--- src/rtl/uitf_pkg.sv ---
// Shared types, codes and defaults for the UART idle-timeout framer.
`timescale 1ns / 1ps

package uitf_pkg;

  // Default sizes handed to the top level
  localparam int DEF_CHANNELS  = 2;
  localparam int DEF_BUF_DEPTH = 256;

  // Fixed field widths
  localparam int FUNC_W    = 3;
  localparam int CNT_W     = 9;
  localparam int TIME_W    = 32;
  localparam int ERR_W     = 3;
  localparam int BYTE_W    = 8;
  localparam int CFG_W     = 32;
  localparam int REG_IDX_W = 2;
  localparam int LIM_W     = 13;

  // Item selector codes
  typedef enum logic [FUNC_W-1:0] {
    FUNC_BYTE    = 3'd0,
    FUNC_DMA_LEN = 3'd1,
    FUNC_POLL    = 3'd2,
    FUNC_VERDICT = 3'd3,
    FUNC_REARM   = 3'd4,
    FUNC_READ    = 3'd5
  } func_t;

  // Channel error codes
  typedef enum logic [ERR_W-1:0] {
    ERR_NONE         = 3'd0,
    ERR_NO_DECODER   = 3'd1,
    ERR_NOT_FINISHED = 3'd2,
    ERR_BUSY         = 3'd3,
    ERR_OVERFLOW     = 3'd4,
    ERR_NO_BUFFER    = 3'd5
  } err_t;

  // Configuration register indexes
  typedef enum logic [REG_IDX_W-1:0] {
    REG_TIMEOUT  = 2'd0,
    REG_MAX_SIZE = 2'd1,
    REG_BUF_PRES = 2'd2,
    REG_DEC_PRES = 2'd3
  } reg_idx_t;

  typedef struct packed {
    logic [TIME_W-1:0] timeout_ms;
    logic [CNT_W-1:0]  max_size;
    logic              buffer_present;
    logic              decoder_present;
  } cfg_t;

  // Per-channel state word kept in the state RAM
  typedef struct packed {
    logic [CNT_W-1:0]  count;
    logic [TIME_W-1:0] last_time;
    logic              busy;
    err_t              err;
  } chan_state_t;

  typedef struct packed {
    logic [FUNC_W-1:0] func;
    logic              in_range;
    logic [BYTE_W-1:0] data_byte;
    logic [CNT_W-1:0]  soi;
    logic [TIME_W-1:0] now_ms;
    logic              accept;
  } item_t;

  typedef struct packed {
    logic              frame_ready;
    logic [CNT_W-1:0]  frame_length;
    logic [ERR_W-1:0]  error_code;
    logic              busy_res;
    logic [BYTE_W-1:0] read_data;
    logic              rearm_pulse;
  } result_t;

  // Write-back controls from the update logic
  typedef struct packed {
    logic             state_we;
    logic             byte_we;
    logic [CNT_W-1:0] byte_idx;
  } wb_ctl_t;

endpackage

--- src/rtl/uitf_ram.sv ---
// Generic single-port-write, registered-read RAM.
`timescale 1ns / 1ps

module uitf_ram #(
  parameter int WIDTH = 8,
  parameter int DEPTH = 256,
  localparam int AW = (DEPTH > 1) ? $clog2(DEPTH) : 1
) (
  input  logic             clk,
  input  logic             we,
  input  logic [AW-1:0]    waddr,
  input  logic [WIDTH-1:0] wdata,
  input  logic             re,
  input  logic [AW-1:0]    raddr,
  output logic [WIDTH-1:0] rdata
);

  logic [WIDTH-1:0] mem [DEPTH];

  // Write port
  always_ff @(posedge clk) begin
    if (we) begin
      mem[waddr] <= wdata;
    end
  end

  // Registered read; hold data while no read is issued
  always_ff @(posedge clk) begin
    if (re) begin
      rdata <= mem[raddr];
    end
  end

endmodule

--- src/rtl/uitf_update.sv ---
// Per-item state update and result formation for one channel word.
`timescale 1ns / 1ps

module uitf_update #(
  parameter int BUF_DEPTH = uitf_pkg::DEF_BUF_DEPTH
) (
  input  uitf_pkg::item_t                item,
  input  uitf_pkg::cfg_t                 cfg,
  input  uitf_pkg::chan_state_t          cur,
  input  logic [uitf_pkg::BYTE_W-1:0]    rd_byte,
  output uitf_pkg::chan_state_t          nxt,
  output uitf_pkg::wb_ctl_t              wb,
  output uitf_pkg::result_t              res
);

  localparam logic [uitf_pkg::LIM_W-1:0] BUF_LIM = uitf_pkg::LIM_W'(BUF_DEPTH);

  logic [uitf_pkg::LIM_W-1:0]  limit;
  logic [uitf_pkg::TIME_W-1:0] elapsed;
  logic                        ready;
  logic                        pulse;
  logic [uitf_pkg::BYTE_W-1:0] rdata;

  // Effective frame size limit
  assign limit = (uitf_pkg::LIM_W'(cfg.max_size) < BUF_LIM) ?
                 uitf_pkg::LIM_W'(cfg.max_size) : BUF_LIM;

  // Wrapping idle time since the last byte
  assign elapsed = item.now_ms - cur.last_time;

  // Apply the request to the channel word
  always_comb begin
    nxt   = cur;
    ready = 1'b0;
    pulse = 1'b0;
    rdata = '0;
    wb.state_we = item.in_range;
    wb.byte_we  = 1'b0;
    wb.byte_idx = cur.count;
    case (uitf_pkg::func_t'(item.func))
      uitf_pkg::FUNC_BYTE: begin
        if (cur.busy) begin
          nxt.err = uitf_pkg::ERR_BUSY;
        end else if (uitf_pkg::LIM_W'(cur.count) >= limit) begin
          nxt.err = uitf_pkg::ERR_OVERFLOW;
        end else if (!cfg.buffer_present) begin
          nxt.err = uitf_pkg::ERR_NO_BUFFER;
        end else begin
          wb.byte_we    = 1'b1;
          nxt.count     = cur.count + uitf_pkg::CNT_W'(1);
          nxt.last_time = item.now_ms;
        end
      end
      uitf_pkg::FUNC_DMA_LEN: begin
        if (cur.busy) begin
          nxt.err = uitf_pkg::ERR_BUSY;
        end else if (uitf_pkg::LIM_W'(item.soi) > limit) begin
          nxt.err = uitf_pkg::ERR_OVERFLOW;
        end else begin
          nxt.count     = item.soi;
          nxt.last_time = item.now_ms;
        end
      end
      uitf_pkg::FUNC_POLL: begin
        if ((cur.count != '0) && (elapsed > cfg.timeout_ms)) begin
          nxt.busy = 1'b1;
          if (cfg.decoder_present) begin
            ready   = 1'b1;
            nxt.err = uitf_pkg::ERR_NONE;
          end else begin
            nxt.err = uitf_pkg::ERR_NO_DECODER;
          end
        end else begin
          nxt.err = uitf_pkg::ERR_NOT_FINISHED;
        end
      end
      uitf_pkg::FUNC_VERDICT: begin
        if (!item.accept) begin
          nxt.count = '0;
          nxt.err   = uitf_pkg::ERR_NONE;
          nxt.busy  = 1'b0;
          pulse     = 1'b1;
        end
      end
      uitf_pkg::FUNC_REARM: begin
        nxt.count = '0;
        nxt.err   = uitf_pkg::ERR_NONE;
        nxt.busy  = 1'b0;
        pulse     = 1'b1;
      end
      uitf_pkg::FUNC_READ: begin
        if (cfg.buffer_present && (uitf_pkg::LIM_W'(item.soi) < BUF_LIM)) begin
          rdata = rd_byte;
        end
      end
      default: begin
      end
    endcase
    // Drop every effect of an item on a channel that does not exist
    if (!item.in_range) begin
      wb.byte_we = 1'b0;
    end
  end

  // Form the result word
  always_comb begin
    res = '0;
    if (item.in_range) begin
      res.frame_ready  = ready;
      res.frame_length = nxt.count;
      res.error_code   = nxt.err;
      res.busy_res     = nxt.busy;
      res.read_data    = rdata;
      res.rearm_pulse  = pulse;
    end
  end

endmodule

--- src/rtl/uart_idle_timeout_framer_core.sv ---
// Top level of the UART idle-timeout framer: pipeline, RAMs and forwarding.
`timescale 1ns / 1ps
//
// Receive framer for CHANNELS serial channels. Each input word carries a
// selector (byte, DMA length, poll, verdict, rearm, buffer read) and the
// channel it refers to; each input word yields exactly one result word.
// Input and output channels use valid/stall: a word moves on a rising edge
// with valid high and stall low. Configuration is a plain write port
// (cfg_we, cfg_index, cfg_data); the user must write it only while the block is
// idle, as the block itself does not enforce this. A word accepted on the
// input passes through stage 1 and then the output register.
// Throughput: one word per cycle while the receiver does not stall. The
// channel state RAM is read when a word is accepted and written back when
// that word leaves stage 1; a write to the same channel is forwarded to the
// next word, and the same holds for the frame store.
// When the receiver stalls, the result waits in the output register, one
// more word waits in stage 1, and in_stall rises only when both places are
// full.
// Reset clears the pipeline, the registers and the per-channel valid bits,
// so every channel reads as empty and idle at once; no clearing pass runs.
// The frame store is not cleared.
//
module uart_idle_timeout_framer_core #(
  parameter int CHANNELS  = uitf_pkg::DEF_CHANNELS,
  parameter int BUF_DEPTH = uitf_pkg::DEF_BUF_DEPTH
) (
  input  logic                             clk,
  input  logic                             rst,
  // Configuration write port
  input  logic                             cfg_we,
  input  logic [uitf_pkg::REG_IDX_W-1:0]   cfg_index,
  input  logic [uitf_pkg::CFG_W-1:0]       cfg_data,
  // Input channel
  input  logic                             in_valid,
  output logic                             in_stall,
  input  logic [uitf_pkg::FUNC_W-1:0]      func,
  input  logic                             channel,
  input  logic [uitf_pkg::BYTE_W-1:0]      data_byte,
  input  logic [uitf_pkg::CNT_W-1:0]       size_or_index,
  input  logic [uitf_pkg::TIME_W-1:0]      now_ms,
  input  logic                             accept,
  // Output channel
  output logic                             out_valid,
  input  logic                             out_stall,
  output logic                             frame_ready,
  output logic [uitf_pkg::CNT_W-1:0]       frame_length,
  output logic [uitf_pkg::ERR_W-1:0]       error_code,
  output logic                             busy_res,
  output logic [uitf_pkg::BYTE_W-1:0]      read_data,
  output logic                             rearm_pulse
);

  localparam int CH_W  = (CHANNELS > 1) ? $clog2(CHANNELS) : 1;
  localparam int BUF_N = CHANNELS * BUF_DEPTH;
  localparam int AW    = (BUF_N > 1) ? $clog2(BUF_N) : 1;
  localparam int ST_W  = $bits(uitf_pkg::chan_state_t);
  localparam logic [AW-1:0] ROW = AW'(BUF_DEPTH);

  uitf_pkg::cfg_t cfg;

  logic in_fire;
  logic s1_fire;
  logic in_range;

  logic              s1_valid;
  uitf_pkg::item_t   s1_item;
  logic [CH_W-1:0]   s1_ch;
  logic [AW-1:0]     s1_rd_addr;
  logic              s1_entry_valid;

  logic [CHANNELS-1:0] entry_valid;

  logic [CH_W-1:0]   in_ch;
  logic [AW-1:0]     in_rd_addr;
  logic [AW-1:0]     wr_addr;

  logic [ST_W-1:0]               st_rdata;
  logic [uitf_pkg::BYTE_W-1:0]   byte_rdata;

  // Forwarding of the write made at the edge of the last read
  logic                          fwd_st_valid;
  logic [CH_W-1:0]               fwd_st_ch;
  uitf_pkg::chan_state_t         fwd_st_data;
  logic                          fwd_byte_valid;
  logic [AW-1:0]                 fwd_byte_addr;
  logic [uitf_pkg::BYTE_W-1:0]   fwd_byte_data;

  uitf_pkg::chan_state_t         cur;
  uitf_pkg::chan_state_t         nxt;
  logic [uitf_pkg::BYTE_W-1:0]   rd_byte;
  uitf_pkg::wb_ctl_t             wb;
  uitf_pkg::result_t             res;
  uitf_pkg::result_t             out_res;

  logic st_we;
  logic byte_we;

  // Configuration registers
  always_ff @(posedge clk) begin
    if (rst) begin
      cfg <= '0;
    end else if (cfg_we) begin
      case (uitf_pkg::reg_idx_t'(cfg_index))
        uitf_pkg::REG_TIMEOUT:  cfg.timeout_ms      <= cfg_data;
        uitf_pkg::REG_MAX_SIZE: cfg.max_size        <= cfg_data[uitf_pkg::CNT_W-1:0];
        uitf_pkg::REG_BUF_PRES: cfg.buffer_present  <= cfg_data[0];
        uitf_pkg::REG_DEC_PRES: cfg.decoder_present <= cfg_data[0];
        default: begin
        end
      endcase
    end
  end

  // Handshake: stage 1 moves into the output register when it is free
  assign s1_fire  = s1_valid && (!out_valid || !out_stall);
  assign in_stall = s1_valid && out_valid && out_stall;
  assign in_fire  = in_valid && !in_stall;

  // Read addresses for the accepted word
  assign in_range   = ({31'b0, channel} < 32'(CHANNELS));
  assign in_ch      = CH_W'(channel);
  assign in_rd_addr = AW'(in_ch) * ROW + AW'(size_or_index);

  // Stage 1 control
  always_ff @(posedge clk) begin
    if (rst) begin
      s1_valid <= 1'b0;
    end else if (in_fire) begin
      s1_valid <= 1'b1;
    end else if (s1_fire) begin
      s1_valid <= 1'b0;
    end
  end

  // Stage 1 payload, valid bit and forwarding capture at the read edge
  always_ff @(posedge clk) begin
    if (in_fire) begin
      s1_item.func      <= func;
      s1_item.in_range  <= in_range;
      s1_item.data_byte <= data_byte;
      s1_item.soi       <= size_or_index;
      s1_item.now_ms    <= now_ms;
      s1_item.accept    <= accept;
      s1_ch             <= in_ch;
      s1_rd_addr        <= in_rd_addr;
      s1_entry_valid    <= in_range && entry_valid[in_ch];
      fwd_st_ch         <= s1_ch;
      fwd_st_data       <= nxt;
      fwd_byte_addr     <= wr_addr;
      fwd_byte_data     <= s1_item.data_byte;
    end
  end

  always_ff @(posedge clk) begin
    if (rst) begin
      fwd_st_valid   <= 1'b0;
      fwd_byte_valid <= 1'b0;
    end else if (in_fire) begin
      fwd_st_valid   <= st_we;
      fwd_byte_valid <= byte_we;
    end
  end

  // Per-channel valid bits: an unwritten channel reads as reset state
  always_ff @(posedge clk) begin
    if (rst) begin
      entry_valid <= '0;
    end else if (st_we) begin
      entry_valid[s1_ch] <= 1'b1;
    end
  end

  // Resolve current channel word and stored byte
  always_comb begin
    if (fwd_st_valid && (fwd_st_ch == s1_ch)) begin
      cur = fwd_st_data;
    end else if (s1_entry_valid) begin
      cur = uitf_pkg::chan_state_t'(st_rdata);
    end else begin
      cur = '0;
    end
  end

  assign rd_byte = (fwd_byte_valid && (fwd_byte_addr == s1_rd_addr)) ?
                   fwd_byte_data : byte_rdata;

  uitf_update #(
    .BUF_DEPTH (BUF_DEPTH)
  ) u_update (
    .item    (s1_item),
    .cfg     (cfg),
    .cur     (cur),
    .rd_byte (rd_byte),
    .nxt     (nxt),
    .wb      (wb),
    .res     (res)
  );

  // Write back on completion of stage 1
  assign st_we   = s1_fire && wb.state_we;
  assign byte_we = s1_fire && wb.byte_we;
  assign wr_addr = AW'(s1_ch) * ROW + AW'(wb.byte_idx);

  uitf_ram #(
    .WIDTH (ST_W),
    .DEPTH (CHANNELS)
  ) u_state_ram (
    .clk   (clk),
    .we    (st_we),
    .waddr (s1_ch),
    .wdata (ST_W'(nxt)),
    .re    (in_fire),
    .raddr (in_ch),
    .rdata (st_rdata)
  );

  uitf_ram #(
    .WIDTH (uitf_pkg::BYTE_W),
    .DEPTH (BUF_N)
  ) u_frame_ram (
    .clk   (clk),
    .we    (byte_we),
    .waddr (wr_addr),
    .wdata (s1_item.data_byte),
    .re    (in_fire),
    .raddr (in_rd_addr),
    .rdata (byte_rdata)
  );

  // Output register
  always_ff @(posedge clk) begin
    if (rst) begin
      out_valid <= 1'b0;
    end else if (s1_fire) begin
      out_valid <= 1'b1;
    end else if (!out_stall) begin
      out_valid <= 1'b0;
    end
  end

  always_ff @(posedge clk) begin
    if (s1_fire) begin
      out_res <= res;
    end
  end

  assign frame_ready  = out_res.frame_ready;
  assign frame_length = out_res.frame_length;
  assign error_code   = out_res.error_code;
  assign busy_res     = out_res.busy_res;
  assign read_data    = out_res.read_data;
  assign rearm_pulse  = out_res.rearm_pulse;

endmodule
--- config.mk ---
export PLATFORM = sky130hd
export DESIGN_NAME = uart_idle_timeout_framer_core
export DESIGN_NICKNAME = d
export VERILOG_FILES = /design/src/rtl/uitf_pkg.sv /design/src/rtl/uitf_ram.sv /design/src/rtl/uitf_update.sv /design/src/rtl/uart_idle_timeout_framer_core.sv
export SDC_FILE = /design/constraint.sdc
export NUM_CORES = 2
export LEC_CHECK = 0
export BUFFER_PORTS_ARGS = -buffer_cell sky130_fd_sc_hd__buf_4
export CELL_PAD_IN_SITES_DETAIL_PLACEMENT = 1
export CELL_PAD_IN_SITES_GLOBAL_PLACEMENT = 1
export CORE_ASPECT_RATIO = 0.6
export CORE_MARGIN = 3
export CORE_UTILIZATION = 60
export CTS_CLUSTER_DIAMETER = 50
export DETAILED_ROUTE_END_ITERATION = 6
export PLACE_DENSITY_LB_ADDON = 0.12
export SYNTH_ARGS = -nofsm -noshare
export SYNTH_HDL_FRONTEND = slang
export SYNTH_MEMORY_MAX_BITS = 65536
export SYNTH_SLANG_ARGS = --single-unit
export TNS_END_PERCENT = 50
--- constraint.sdc ---
create_clock -name clk -period 13.03 [get_ports clk]
set_clock_uncertainty 0.15 [all_clocks]
set_input_delay 0.6515 -clock clk [delete_from_list [all_inputs] [get_ports clk]]
set_output_delay 0.6515 -clock clk [all_outputs]
set_load 0.1 [all_outputs]
Word-level counts from Yosys, hierarchy flattened

Memory sizes are Yosys's and may differ from the RTL's. A register that Yosys moved wholly into a read port is not among the register bits.
Index checks and enable logic that the tools add are counted.

Add/subtract/negate cells: 4
$lt $le $gt $ge: 8
Equality and inequality tests: 11
Mux-type cells: 42
Bitwise gates (word level): 1
Reduce and logical (&&, ||, !) cells: 24

Operator list:

| cell                                                        | count |
|---|---|
| two-way mux 41 bit                                          | 5 |
| two-way mux 45 bit                                          | 2 |
| one-hot mux 32 bit (2 select lines)                         | 1 |
| one-hot mux 9 bit (4 select lines)                          | 1 |
| > comparator 32 bit                                         | 1 |
| subtractor 32 bit                                           | 1 |
| two-way mux 1 bit                                           | 19 |
| adder 9 bit                                                 | 2 |
| less-than comparator 9 bit (second input constant)          | 2 |
| two-way mux 3 bit                                           | 6 |
| two-way mux 9 bit                                           | 2 |
| one-hot mux 3 bit (5 select lines)                          | 1 |
| greater-or-equal comparator 9 x 13 -> 1 bit                 | 1 |
| > comparator 9 x 13 -> 1 bit                                | 1 |
| AND reduction 2 bit                                         | 6 |
| logical AND 1 bit                                           | 10 |
| adder 9 x 1 -> 9 bit (second input constant)                | 1 |
| == test 9 bit                                               | 1 |
| nonzero test 9 bit                                          | 1 |
| two-way mux 8 bit                                           | 1 |
| == test 3 x 2 -> 1 bit (second input constant)              | 2 |
| == test 3 bit (second input constant)                       | 2 |
| == test 2 bit (second input constant)                       | 2 |
| less-than comparator 1 x 2 -> 1 bit (second input constant) | 2 |
| other kinds (15)                                            | 17 |

Flip-flop bits (word level): 199
RAM bits: 4186
Output and inout bits: 25
Logic and storage cells: 122
Memories: 2

Memory list:

| name            | words | bits a word | rd ports | clocked after memory_dff | write ports | RTL line       | RTL |
|---|---|---|---|---|---|---|---|
| u_frame_ram.mem | 512   | 8           | 1        | 1                        | 1           | uitf_ram.sv:18 | `logic [WIDTH-1:0] mem [DEPTH];` |
| u_state_ram.mem | 2     | 45          | 1        | 1                        | 1           | uitf_ram.sv:18 |  |

Logic depth before layout (Yosys ltp)

Depth after elaboration: 10
Mapped depth: 28

Cells and area by module

From an unflattened synthesis, not the netlist that was laid out.

Cell total of the unflattened synthesis: 9357
Area total of the unflattened synthesis: 175991.3 um^2

Modules (own cells, without submodules):

| module                        | instances | cells an instance | area an instance (um^2) |
|---|---|---|---|
| uitf_ram (u_frame_ram)        | 1         | 8030              | 160007.2 |
| uart_idle_timeout_framer_core | 1         | 526               | 6874.1 |
| uitf_ram (u_state_ram)        | 1         | 187               | 4814.6 |
| uitf_update                   | 1         | 614               | 4295.4 |

Least setup slack after synthesis

OpenSTA, ideal clock, no wires.

Path type: register to register
From: register s1_item[42] in the netlist's numbering
To: register fwd_byte_data[0] in the netlist's numbering (data pin)
Setup time: 1438 ps
Arrival: 6169 ps
Data required time: 11442 ps
Setup slack: 5273 ps
Stages on the path, launching flop included: 1
Buffers on the path: 0
Clock period less this slack: 7757 ps
Cells stage by stage: edfxtp_1

RTL lines:

| item                 | RTL line                             | RTL |
|---|---|---|
| start, declared      | uart_idle_timeout_framer_core.sv:66  | `uitf_pkg::item_t s1_item;` |
| end signal, assigned | uart_idle_timeout_framer_core.sv:150 | `fwd_byte_data <= s1_item.data_byte;` |
| end, declared        | uart_idle_timeout_framer_core.sv:86  | `logic [uitf_pkg::BYTE_W-1:0] fwd_byte_data;` |

No word-level cell between the ends.

==> summary.md <==
| Metric | Value |
|---|---|
| Worst skew pair latency | 0.95 ns |
| Fin Hold WS | ~0.16 ns |
| Postcts setup bufs | 0 |
| Final HPWL DP | around 280000 um |
| Worst hold path startpoint | size_or_index[4] |
| Ys flop type | edfxtp_1 |
| Initial antenna violation count | 36 |
| Hold worst-path end | s1_item[37]$_DFFE_PP_ |
| Type of the worst min-delay path | input pin to flop |
| First-pass GRT wire length | ~670000 um |
| Synth Area per Inst | 22.2 um2 |
| Tcrit/Tclk final | just under 60% |
| # nets final | ~8300 |
| WS Path Type | flop to flop |
| Int Power | 0.0228 W |
| Combinational Power Share | around 6% |
| Path depth of the worst reg2reg path | 22 |
| Syn Nets | 7984 |
| Area contributors post-synth | edfxtp_1 76%, mux4_2 17%, nor2_1 1.3% |
| CTS Root Cell | clkbuf_16 |
| Rel. slew slack | between 10% and 20% |
| Clock Sinks | approximately 4400 |
| FF+latch count, synth | 4430 |
| # setup viols final | 0 |
| Routed Antenna Nets | 0 |
| Longest Clk Path Bufs | 4 |
| Largest net degree at the start of global routing | 209 |
| Core box area | 287000 um2 |
| Crit Reg-Reg Startpoint | fwd_st_valid$_SDFFE_PP0P_ |
| Area Growth Syn to Fin | 10.8% |
| Via density | 7.03 |
| Seq/Total Area, Yosys | 76.4% |
| Pwr Density | between 150 and 200 nW/um2 |
| Inserted Clock Buffers | between 300 and 400 |
| Filler cells | 22117 |
| Setup ws final | roughly 5.4 ns |
| # IOs | around 120 |
| Reg2reg end | fwd_st_data[3]$_DFFE_PP_ |
| Syn. warnings | 0 |
| Die area | roughly 300000 um2 |
| Pre-CTS setup slack | approximately 5.6 ns |
| Std cell rows | around 150 |
| Core Util, Final | about two thirds |
| Worst Hold Path Cells | 1 |
| R2R setup slack | between 5 and 6 ns |
| WL/cell | roughly 38 um |
| Starting density of the core | between 60% and 70% |
| Hold Vio Cnt, Final | 0 |
| Final weighted congestion in routability-driven placement | 0.846 |
| Yosys cell types | 73 |
| Port bufs | 117 |
| Post-DP Area | ~180000 um2 |
| P_sw | about 0.0063 W |
| DR vias | 86254 |
| First DRT Iteration DRCs | around 14000 |
| Worst Tran Pin Value | between 1 and 1.5 ns |
| Worst path arrival time | between 8 and 9 ns |
| Post-synth ARST share | 0% |
| CP startpoint kind | flop |
| Chip Height | around 420 um |
| Cell taking the most area after synthesis | edfxtp_1 |
| Final std cell area, no fill | just under 200000 um2 |
| Total gr overflow | 0 |
| Die Width | approximately 700 um |
| Outcome | complete, no violations |
| Sequential group share of total power | a little over half |
| RSZ-0062 raised after global routing | no |
| Synth Cell Area | 173000 um2 |
| FMAX | 131 MHz |
| Final Max Tran Viols | 0 |
| Clock share of power | between 30% and 40% |
| Gr usage total | 32.0% |
| Clock Pin Slew Worst Setup and Hold Paths | 0.07 ns |
| Leakage power | around 60 nW |
| # DRC | 0 |
| Net Sw Frac | 21.8% |
| Final WL | around 470000 um |
| Maxcap violations | 0 |
| H-tree depth | 5 |
| Vias in the first global route | slightly below 90000 |
| CP Capture Type | flop |
| Number of synthesized flops with an enable pin | 4381 |
| Worst VDD drop | about 0.17 mV |
| Req. time, crit path | about 14 ns |
| Post-route setup TNS | 0 ns |
| Synthesized instance count | 7811 |
| Yosys top cell area share | 75.8% |
| Share of post-route cells with drive strength above 1 | about a quarter |
| Post-layout min period | about 7.6 ns |
| Crit Path Max Fanout | 25 |
| 1st-pass router iterations | 6 |
| CTS tree | built |
-- cell families after synthesis --
| kind of cell | after synthesis | share of synthesized area (%) |
|---|---|---|
| buf+inv | 513 | 1.25 |
| fa+ha+maj | 81 | 0.583 |
| simple gates | 962 | 2.30 |
| compound gates | 379 | 1.40 |
| xor+xnor | 45 | 0.232 |
| mux | 1401 | 17.8 |
| flops | 4430 | 76.4 |
-- flip-flops by register name (all words and copies together), names as in the netlist, 2 cells and up --
register           count
fwd_byte_addr          9
u_frame_ram.rdata      8
cfg                   43
fwd_st_data           45
error_code             3
u_state_ram.mem       90
read_data              8
u_state_ram.rdata     45
frame_length           9
u_frame_ram.mem     4096
fwd_byte_data          8
entry_valid            2
s1_item               53
-- worst max-delay path, cell delays in order, from the launching register on --
cell	delay, ns
dfxtp_1	0.93
nand2_1	0.78
and3_1	0.45
a21oi_1	0.19
ha_1	0.35
nand3_1	0.20
a211oi_1	0.08
o311ai_0	0.47
o32a_1	0.22
nand3_1	0.15
a211oi_1	0.57
o21bai_1	0.17
xor2_1	0.18
ha_1	0.20
a21o_1	0.18
a21oi_1	0.16
nor2b_1	0.06
o211ai_1	0.17
a21oi_1	0.09
a2111oi_0	0.88
a21oi_1	0.22
nor3b_1	0.22
o21bai_1	0.24
-- worst max-delay path by stage --
stage,from,slack (ns),depth (start not counted),endpoint
after floorplan,s1_item[42]$_DFFE_PP_,5.27,0,fwd_byte_data[0]$_DFFE_PP_
final,fwd_st_valid$_SDFFE_PP0P_,5.42,22,fwd_st_data[3]$_DFFE_PP_
after global placement,fwd_st_valid$_SDFFE_PP0P_,5.63,22,busy_res$_DFFE_PP_
after CTS,fwd_st_valid$_SDFFE_PP0P_,5.50,22,fwd_st_data[3]$_DFFE_PP_
after detailed placement,fwd_st_valid$_SDFFE_PP0P_,5.58,22,fwd_st_data[3]$_DFFE_PP_
after global routing,fwd_st_valid$_SDFFE_PP0P_,4.90,22,fwd_st_data[3]$_DFFE_PP_
-- synthesized netlist by cell type, drive strengths merged (22+ instances only) --
master	count
xnor2	32
mux2	46
buf	162
a22o	25
dfxtp	49
nand4	22
a21o	33
clkbuf	284
a21oi	146
o21ai	61
nand3	47
edfxtp	4381
nand2	186
mux4	1344
ha	80
and3	45
inv	64
nor2	599
-- metrics by stage --
step | cells | total power, W
5_1_grt | 12264 | 0.0299
3_5_place_dp | 11457 | 0.0178
6_report | 12272 | 0.0291
3_3_place_gp | 11455 | 0.0178
4_1_cts | 12264 | 0.0292
2_1_floorplan | 7811 | 0.0172
-- cell usage in the layout (no fill, tap or decap), types with 15 or more instances in the layout --
cell	n
ha_1	80
dfxtp_1	49
edfxtp_1	4381
buf_4	218
clkbuf_1	95
nand3_4	16
bufinv_16	35
nand2_1	186
clkbuf_16	401
clkinv_2	72
a22o_1	25
mux4_2	1344
clkinv_1	80
inv_1	62
nand3_1	31
clkinvlp_4	15
mux2_2	46
and3_1	44
nor2_1	591
dlygate4sd3_1	89
buf_12	17
nand4_1	22
o21ai_0	42
xnor2_1	31
nor2b_1	15
o21ai_1	19
a21oi_1	145
a21o_1	33
-- power groups by stage --
stage / clock [W] / combinational, W / sequential, W
detailed placement: 0 / 0.00173 / 0.0161
global route: 0.0123 / 0.00186 / 0.0158
floorplan: 0 / 0.000931 / 0.0163
finish: 0.0116 / 0.00177 / 0.0158
CTS: 0.0117 / 0.00176 / 0.0158
global placement: 0 / 0.00168 / 0.0161
-- routing by layer --
layer  vias up  global-route usage (%)  wire length [um]
li1      33337                       -                 -
met1     46561                    52.4            195000
met2      5760                    44.8            205000
met3       584                    7.80             57300
met4        12                    6.17              9160
met5         -                       0                83
-- cell type report --
cell class	count	area, um2	share of cell area [%]
flip-flops and latches	4430	133000	69.0
multi-input cells	2868	39000	20.3
clock buffers	500	10400	5.44
well taps	3850	4820	2.51
repair buffers	331	3010	1.56
clock inverters	218	2040	1.06
inverters	67	259	0.135
diodes	8	20.0	0.0104
-- repair_timing --
item | CTS | global route
hold endpoints to repair | 100 | 0
hold buffers | 89 | 0
gates resized for setup | 0 | 0
endpoints found under the setup margin | 0 | 0
Note: power is estimated with default switching activity, not from simulation.
